File: src/hdl/trilateration_2d_ema_core_assert.svh
// Assertion macros shared by the trilateration core modules.
// Depends on a clock named clk and an active-low reset named rst_n in the using scope.
`ifndef TRILATERATION_2D_EMA_CORE_ASSERT_SVH
`define TRILATERATION_2D_EMA_CORE_ASSERT_SVH

`ifndef NO_ASSERTIONS

// Condition that must hold at every clock edge outside reset.
`define TRI2D_ASSERT(lbl, expr, msg) \
  lbl: assert property (@(posedge clk) disable iff (!rst_n) (expr)) else $error(msg);

// Consequent that must hold in the cycle after the antecedent.
`define TRI2D_ASSERT_NEXT(lbl, ante, cons, msg) \
  lbl: assert property (@(posedge clk) disable iff (!rst_n) (ante) |=> (cons)) else $error(msg);

`else

`define TRI2D_ASSERT(lbl, expr, msg)
`define TRI2D_ASSERT_NEXT(lbl, ante, cons, msg)

`endif

`endif

File: src/hdl/tri2d_pkg.sv
// Shared types, constants and register indexes of the trilateration core.
// No dependencies; used by the controller, the datapath and the top level.
`default_nettype none

package tri2d_pkg;

  // Field widths.
  localparam int DIST_W    = 16;
  localparam int OUT_W     = 24;
  localparam int COEF_W    = 32;
  localparam int OFFS_W    = 24;
  localparam int MEAN_W    = 32;
  localparam int FRAC_W    = 24;   // fractional bits of the coefficients
  localparam int AVG_FRAC  = 8;    // fractional bits of the running mean
  localparam int ALPHA_W   = 10;   // signed width that holds weights up to 256
  localparam int CFG_IDX_W = 3;
  localparam int CFG_DATA_W = 32;

  // Parameter defaults.
  localparam int ALPHA_Q8_DEF  = 77;
  localparam int DIST_BITS_DEF = 16;

  // Sequencing.
  localparam int NUM_DIST     = 4;
  localparam int NUM_TERMS    = 3;    // difference terms per axis
  localparam int NUM_COEF     = 6;
  localparam int STEP_W       = 3;
  localparam int DIDX_W       = 2;
  localparam int TERM_IDX_W   = 2;

  // Register indexes.
  localparam logic [CFG_IDX_W-1:0] REG_COEF_X1  = 3'd0;
  localparam logic [CFG_IDX_W-1:0] REG_COEF_X2  = 3'd1;
  localparam logic [CFG_IDX_W-1:0] REG_COEF_X3  = 3'd2;
  localparam logic [CFG_IDX_W-1:0] REG_COEF_Y1  = 3'd3;
  localparam logic [CFG_IDX_W-1:0] REG_COEF_Y2  = 3'd4;
  localparam logic [CFG_IDX_W-1:0] REG_COEF_Y3  = 3'd5;
  localparam logic [CFG_IDX_W-1:0] REG_OFFSET_X = 3'd6;
  localparam logic [CFG_IDX_W-1:0] REG_OFFSET_Y = 3'd7;

  localparam logic signed [OUT_W-1:0] OUT_MAX = 24'sh7FFFFF;
  localparam logic signed [OUT_W-1:0] OUT_MIN = 24'sh800000;

  typedef enum logic [2:0] {
    S_IDLE,
    S_SQ,
    S_E3,
    S_MAC,
    S_FIN,
    S_DIFF,
    S_BLEND,
    S_OUT
  } state_t;

  typedef enum logic [3:0] {
    OP_NONE,
    OP_LOAD,
    OP_SQ,
    OP_E3,
    OP_MAC,
    OP_FIN,
    OP_DIFF,
    OP_BLEND,
    OP_OUT
  } op_t;

  typedef struct packed {
    op_t               op;
    logic [STEP_W-1:0] step;
  } cmd_t;

  typedef struct packed {
    logic out_busy;
  } stat_t;

endpackage

`default_nettype wire

File: src/hdl/tri2d_ctrl.sv
// Sequencer of the trilateration core: steps the datapath through one word.
// Depends on tri2d_pkg and the assertion header.
`default_nettype none
`include "trilateration_2d_ema_core_assert.svh"

module tri2d_ctrl (
  input  wire logic          clk,
  input  wire logic          rst_n,
  input  wire logic          in_valid,
  output logic               in_stall,
  input  wire tri2d_pkg::stat_t stat,
  output tri2d_pkg::cmd_t    cmd
);

  localparam logic [tri2d_pkg::STEP_W-1:0] SQ_LAST =
    tri2d_pkg::STEP_W'(tri2d_pkg::NUM_DIST - 1);
  localparam logic [tri2d_pkg::STEP_W-1:0] MAC_LAST =
    tri2d_pkg::STEP_W'(tri2d_pkg::NUM_COEF);

  tri2d_pkg::state_t             state_r, state_nxt;
  logic [tri2d_pkg::STEP_W-1:0]  cnt_r, cnt_nxt;

  always_ff @(posedge clk) begin
    if (!rst_n) begin
      state_r <= tri2d_pkg::S_IDLE;
      cnt_r   <= '0;
    end else begin
      state_r <= state_nxt;
      cnt_r   <= cnt_nxt;
    end
  end

  always_comb begin
    state_nxt = state_r;
    cnt_nxt   = cnt_r;
    cmd.op    = tri2d_pkg::OP_NONE;
    cmd.step  = cnt_r;
    in_stall  = (state_r != tri2d_pkg::S_IDLE);
    case (state_r)
      tri2d_pkg::S_IDLE: begin
        if (in_valid) begin
          cmd.op    = tri2d_pkg::OP_LOAD;
          state_nxt = tri2d_pkg::S_SQ;
          cnt_nxt   = '0;
        end
      end
      tri2d_pkg::S_SQ: begin
        cmd.op = tri2d_pkg::OP_SQ;
        if (cnt_r == SQ_LAST) begin
          state_nxt = tri2d_pkg::S_E3;
          cnt_nxt   = '0;
        end else begin
          cnt_nxt = cnt_r + 1'b1;
        end
      end
      tri2d_pkg::S_E3: begin
        cmd.op    = tri2d_pkg::OP_E3;
        state_nxt = tri2d_pkg::S_MAC;
        cnt_nxt   = '0;
      end
      tri2d_pkg::S_MAC: begin
        cmd.op = tri2d_pkg::OP_MAC;
        if (cnt_r == MAC_LAST) begin
          state_nxt = tri2d_pkg::S_FIN;
          cnt_nxt   = '0;
        end else begin
          cnt_nxt = cnt_r + 1'b1;
        end
      end
      tri2d_pkg::S_FIN: begin
        cmd.op    = tri2d_pkg::OP_FIN;
        state_nxt = tri2d_pkg::S_DIFF;
      end
      tri2d_pkg::S_DIFF: begin
        cmd.op    = tri2d_pkg::OP_DIFF;
        state_nxt = tri2d_pkg::S_BLEND;
      end
      tri2d_pkg::S_BLEND: begin
        cmd.op    = tri2d_pkg::OP_BLEND;
        state_nxt = tri2d_pkg::S_OUT;
      end
      tri2d_pkg::S_OUT: begin
        // The result register may still hold an earlier word.
        if (!stat.out_busy) begin
          cmd.op    = tri2d_pkg::OP_OUT;
          state_nxt = tri2d_pkg::S_IDLE;
        end
      end
      default: begin
        state_nxt = tri2d_pkg::S_IDLE;
      end
    endcase
  end

  `TRI2D_ASSERT_NEXT(a_accept_starts, in_valid && !in_stall, state_r == tri2d_pkg::S_SQ && cnt_r == '0, "accepted word did not start the square steps")
  `TRI2D_ASSERT(a_mac_bound, state_r != tri2d_pkg::S_MAC || cnt_r <= MAC_LAST, "product counter overran")
  `TRI2D_ASSERT_NEXT(a_out_wait, state_r == tri2d_pkg::S_OUT && stat.out_busy, state_r == tri2d_pkg::S_OUT, "result overwritten while the output was stalled")

endmodule

`default_nettype wire

File: config.mk
export PLATFORM = sky130hd
export DESIGN_NAME = tri2d_ctrl
export DESIGN_NICKNAME = d
export VERILOG_FILES = /design/src/hdl/tri2d_pkg.sv /design/src/hdl/tri2d_ctrl.sv
export VERILOG_INCLUDE_DIRS = /design/src /design/src/hdl
export SDC_FILE = /design/constraint.sdc
export NUM_CORES = 1
export LEC_CHECK = 0
export BUFFER_PORTS_ARGS = -buffer_cell sky130_fd_sc_hd__buf_2
export CAP_MARGIN = 0
export CORE_AREA = 2 2 39 41
export CTS_CLUSTER_DIAMETER = 30
export DETAILED_ROUTE_END_ITERATION = 12
export DIE_AREA = 0 0 41 43
export PLACE_DENSITY = 0.58
export SLEW_MARGIN = 20
export SYNTH_ARGS = -nofsm -noshare
export SYNTH_HDL_FRONTEND = slang
export SYNTH_SLANG_ARGS = --single-unit
File: constraint.sdc
create_clock -name clk -period 1.75 [get_ports clk]
set_input_delay 0.2625 -clock clk [delete_from_list [all_inputs] [get_ports clk]]
set_output_delay 0.2625 -clock clk [all_outputs]
set_load 0.02 [all_outputs]
==> results of run 1 <==
[per-stage QoR]
step / utilization (%) / cell area [um^2] / hold slack (ns) / total power [uW] / setup WS (ns)
finish: 38.97 / 539.3 / 0.3199 / 371.7 / 0.1469
detailed placement: 37.34 / 516.7 / 0.5588 / 245.7 / 0.3028
CTS: 38.97 / 539.3 / 0.3111 / 377.8 / 0.1276
global route: 38.97 / 539.3 / 0.3149 / 391.9 / 0.04159
global placement: 37.34 / 516.7 / 0.5562 / 246.2 / 0.3163
floorplan: - / 484.2 / 0.3854 / 225.8 / 0.2243
[sequential cells by signal (all words and copies together), names as in the netlist]
| name | flops |
|---|---|
| state_r | 3 |
| cnt_r | 3 |
[synth_stat cells (all sizes together)]
cell type,count,area share [%]
and2b,1,1.6
buf,5,8.0
a21oi,3,3.1
nand2,4,4.7
a21boi,1,1.6
nor4b,1,1.8
o311a,2,4.1
nor3,3,3.1
nor2,1,0.77
dfxtp,6,25
nand4b,1,1.8
inv,4,3.1
clkbuf,1,0.77
nand2b,3,3.9
ha,5,13
nor3b,1,1.6
o21a,1,1.6
or3,2,2.6
o41ai,1,1.8
a31oi,1,1.3
o211ai,1,1.6
a211oi,1,1.6
xnor2,1,1.8
xor2,1,1.8
or2,1,1.3
nand3,2,2.1
o21ai,5,5.2
[how the worst max path moves through the flow]
stage	start	end	slack, ns	cells past startpoint
after floorplan	state_r[2]	cmd[6]	0.22	3
after global placement	state_r[1]	cnt_r[2]	0.32	3
after detailed placement	state_r[0]	cnt_r[2]	0.30	3
after CTS	state_r[1]	cmd[6]	0.13	3
after global routing	state_r[2]	cmd[6]	0.04	2
final	state_r[1]	cmd[6]	0.15	3
[metal layers]
metal	global-route usage [%]	vias up	share of wire (%)
met5	0	-	0
met1	17.74	201	51
met3	4.712	0	3.9
li1	-	225	-
met2	16.88	8	45
met4	6.000	0	0
[logic make-up (layout without fill, tap and decap cells)]
logic type | count (synthesis) | in the layout | synth area share, %
buf+inv | 10 | 18 | 11.88
fa+ha+maj | 5 | 5 | 12.92
xor+xnor | 2 | 2 | 3.618
flops | 6 | 6 | 24.81
compound gates | 16 | 16 | 21.71
simple gates | 20 | 20 | 25.07
[final cells by class]
class,instances,share of cell area (%)
Multi-Input combinational cell,43,56.84
Sequential cell,6,22.27
Timing Repair Buffer,11,10.21
Clock buffer,3,4.176
Tap cell,16,3.712
Inverter,4,2.784
[power breakdown]
group	internal, uW	leakage [uW]	switching, uW
combinational	34.5	0.000185	46.6
clock	77.7	0.0000138	51.4
sequential	146	0.0000492	15.9
total	258	0.000248	114
==> flow_metrics.tcl, run 1 <==
set metrics [dict create \
    outcome "finished, final reports clean" \
    post_cts_resized 0 \
    ys_seq_area_share_pct 24.81 \
    synth_seq_cells 6 \
    nNetsFinal 78 \
    vias 434 \
    grt.overflow.total 0 \
    cts_buffers 3 \
    die_area_mm2 0.001763 \
    area_delta_synth_final_pct 11.37 \
    hold_viol_final 0 \
    layout-drive-gt1-share_pct 22.39 \
    reg2reg_from "state_r[0]" \
    arrival_ns 1.34 \
    start_util_pct 34.99 \
    fp.dieW_um 41 \
    grt_pass1_vias 347 \
    setup_violations 0 \
    hold_end "cnt_r[1]" \
    finClkSkew_ns 0.002459 \
    synth_cell_types 30 \
    ir_drop_mv 0.3560 \
    cts_tree "yes" \
    hpwl_um 708.1 \
    antenna_left 0 \
    rrSetupSlack_ns 0.31 \
    hold_depth 2 \
    viasPerCell 5.229 \
    clockRootBuffer "clkbuf_4" \
    rsz0062_at_grt "no" \
    wl_per_cell_um 11.73 \
    mostFrequentLayoutCells "11 x buf_2, 6 x dfxtp_1, 5 x o21ai_0, 5 x ha_1, 4 x inv_1" \
    fmax_mhz 623.8 \
    clock_path_buffers 2 \
    cp_max_fo 12 \
    ios 12 \
    relSlewSlack_pct 63.47 \
    layout_commonest_cell "buf_2" \
    antenna_found_initial 0 \
    powerDensity_mw_per_mm2 689.2 \
    tightest_slew_ns 0.5471 \
    gp_congestion 0.7468 \
    htree_levels 1 \
    drc 0 \
    cp_top_family "flip-flops" \
    min_path_type "in2reg" \
    synthCells 59 \
    cpMaxStageDelayCell "dfxtp_1" \
    worstSkewPairLatency_ns 0.24 \
    cts_sinks 6 \
    multi_input_area_um2 306.5 \
    drt_pre_antenna_iters 4 \
    synth_nets 68 \
    crit_chain "nand2_4, nor3b_1, buf_2" \
    setup_tns_ns 0 \
    core_mm2 0.001384 \
    antenna_cells 0 \
    grtUsageTotal_pct 12.76 \
    crit_buf_inv 1 \
    rr_worst_depth 3 \
    syn_area_um2 484.2 \
    seqCellArea_um2 120.1 \
    grt_first_pass_wirelength_um 1511 \
    fin_cells 83 \
    fp-row-count 14 \
    grt_max_degree 19 \
    required_ns 1.49 \
    die_y_um 43 \
    hold_buffers 0 \
    end_kind "output pin" \
    leakage_uw 0.0002482 \
    drv_cap 0 \
    path_clk_slew_ns 0.05 \
    drt-total-wl_um 974 \
    yosysWarnings 0 \
    cp_slowest_stage_delay_ns 0.59 \
    syn_area_per_cell_um2 8.207 \
    drv_slew 0 \
    finalCriticalPeriod_ns 1.603 \
    drt-initial-drc-count 11 \
    critical_path_class "reg2out" \
    hp-start "rst_n" \
    fin_crit_sh_pct 91.61 \
    r2r_end "cnt_r[2]" \
    nFillCells 156 \
    portBuffers 11 \
    place_inst 80 \
    startpoint_type "flop" \
    post_cts_buffers 0 \
]
Power figures use the tool's default switching activity.
==> run 2: changes to the inputs <==
==> constraint.sdc (replaced) <==
create_clock -name clk -period 1.75 [get_ports clk]
set_input_delay 0.2625 -clock clk [delete_from_list [all_inputs] [get_ports clk]]
set_output_delay 0.2625 -clock clk [all_outputs]
set_load 0.05 [all_outputs]
==> run 2 against run 1 <==
Effect of this change: sequential cell count stayed put; via count is 2.1% higher; clock skew is 0.0024 ns lower; wire length is 5.5% higher; combinational power is 38% higher; non-clock buffer count stayed put; clock power hardly changed; critical path type unchanged; largest power group unchanged.
==> flow_metrics.tcl, run 2 (synthesis results as in run 1) <==
set metrics [dict create \
    cts_tree "yes" \
    viasPerCell 5.337 \
    cpMaxStageDelayCell "dfxtp_2" \
    finish.utilization_pct 39.60 \
    layout_commonest_cell "buf_2" \
    htree_levels 1 \
    leakage_uw 0.0002494 \
    wl_per_cell_um 12.39 \
    cp_top_family "flip-flops" \
    outcome "finished, final reports clean" \
    end_kind "output pin" \
    antenna_found_initial 0 \
    grt.overflow.total 0 \
    nNetsFinal 78 \
    layout-drive-gt1-share_pct 28.36 \
    drt-total-wl_um 1028 \
    cp_slowest_stage_delay_ns 0.46 \
    mostFrequentLayoutCells "11 x buf_2, 5 x o21ai_0, 5 x ha_1, 4 x inv_1" \
    clockRootBuffer "clkbuf_4" \
    setup_ws_ns 0.2215 \
    finClkSkew_ns 0.0001040 \
    fp.dieW_um 41 \
    ir_drop_mv 0.4041 \
    path_clk_slew_ns 0.05 \
    core_mm2 0.001384 \
    grtUsageTotal_pct 13.17 \
    fp-row-count 14 \
    hpwl_um 708.4 \
    fmax_mhz 654.2 \
    antenna_left 0 \
    area_delta_synth_final_pct 13.18 \
    powerDensity_mw_per_mm2 736.3 \
    portBuffers 11 \
    min_path_type "in2reg" \
    dp_slack_ns 0.2957 \
    tightest_slew_ns 0.4541 \
    fin_hold_ws_ns 0.3066 \
    relSlewSlack_pct 69.50 \
    drc 0 \
    hold_viol_final 0 \
    die_y_um 43 \
    grt_max_degree 19 \
    arrival_ns 1.27 \
    cp_max_fo 12 \
    setup_violations 0 \
    crit_chain "nand2_4, nor3b_2, buf_2" \
    drv_cap 0 \
    start_util_pct 34.99 \
    drt_pre_antenna_iters 4 \
    critical_path_class "reg2out" \
    startpoint_type "flop" \
    antenna_cells 0 \
    setup_tns_ns 0 \
    cts_sinks 6 \
    reg_top3 "cnt_r x3, state_r x3" \
    hold_buffers 0 \
    cts_buffers 3 \
    rsz0062_at_grt "no" \
    vias 443 \
    power_uw 403.5 \
    worstSkewPairLatency_ns 0.24 \
    post_cts_buffers 0 \
    die_area_mm2 0.001763 \
    clock_path_buffers 2 \
    drv_slew 0 \
    ios 12 \
    crit_buf_inv 1 \
    nFillCells 150 \
    drt-initial-drc-count 12 \
    fin_crit_sh_pct 87.35 \
    grt_first_pass_wirelength_um 1566 \
    grt_pass1_vias 327 \
    required_ns 1.49 \
    finalCriticalPeriod_ns 1.529 \
    gp_congestion 0.7105 \
]
[run 2: cell counts in the layout (fill, tap and decap cells not counted)]
Identical to the previous run, type by type.
[run 2: power breakdown]
part | switching [uW] | internal (uW) | leakage (uW)
registers | 16.7 | 146 | 0.0000505
logic | 77.3 | 34.5 | 0.000185
clock network | 51.1 | 77.7 | 0.0000138
[run 2: worst min-delay path, cell delays in order]
cell     delay, ns
buf_2         0.14
o41ai_1       0.07
a31oi_1       0.04
[run 2: area by class of cell]
cell class              count  area (um^2)  share of cell area, %
inverters                   4        15.01                  2.740
clock buffers               3        22.52                  4.110
multi-input cells          43        311.5                  56.85
flip-flops and latches      6        123.9                  22.60
well taps                  16        20.02                  3.653
repair buffers             11        55.05                  10.05
[run 2: final timing paths]
path,from,end,slack (ns),cells past startpoint
max,state_r[1],cmd[6],0.22,3
min,rst_n,state_r[0],0.31,3
max reg2reg,cnt_r[0],cnt_r[2],0.40,4
min reg2reg,state_r[0],state_r[0],0.56,1
[run 2: metrics by stage]
stage / cells / instance area (um^2)
global route: 83 / 548.0
finish: 83 / 548.0
detailed placement: 80 / 521.8
floorplan: 59 / 489.2
global placement: 80 / 521.8
CTS: 83 / 544.3
[run 2: layer usage]
layer / up-vias / part of all wire, % / GRT usage (%)
li1: 226 / - / -
met3: 0 / 5.9 / 4.712
met4: 0 / 0 / 6.000
met5: - / 0 / 0
met2: 13 / 45 / 16.88
met1: 204 / 50 / 19.03
[run 2: repair_timing]
| action | in CTS | in global routing |
|---|---|---|
| endpoints found under the setup margin | 0 | 2 |
| hold endpoints to repair | 0 | 0 |
| gates resized for setup | 0 | 3 |
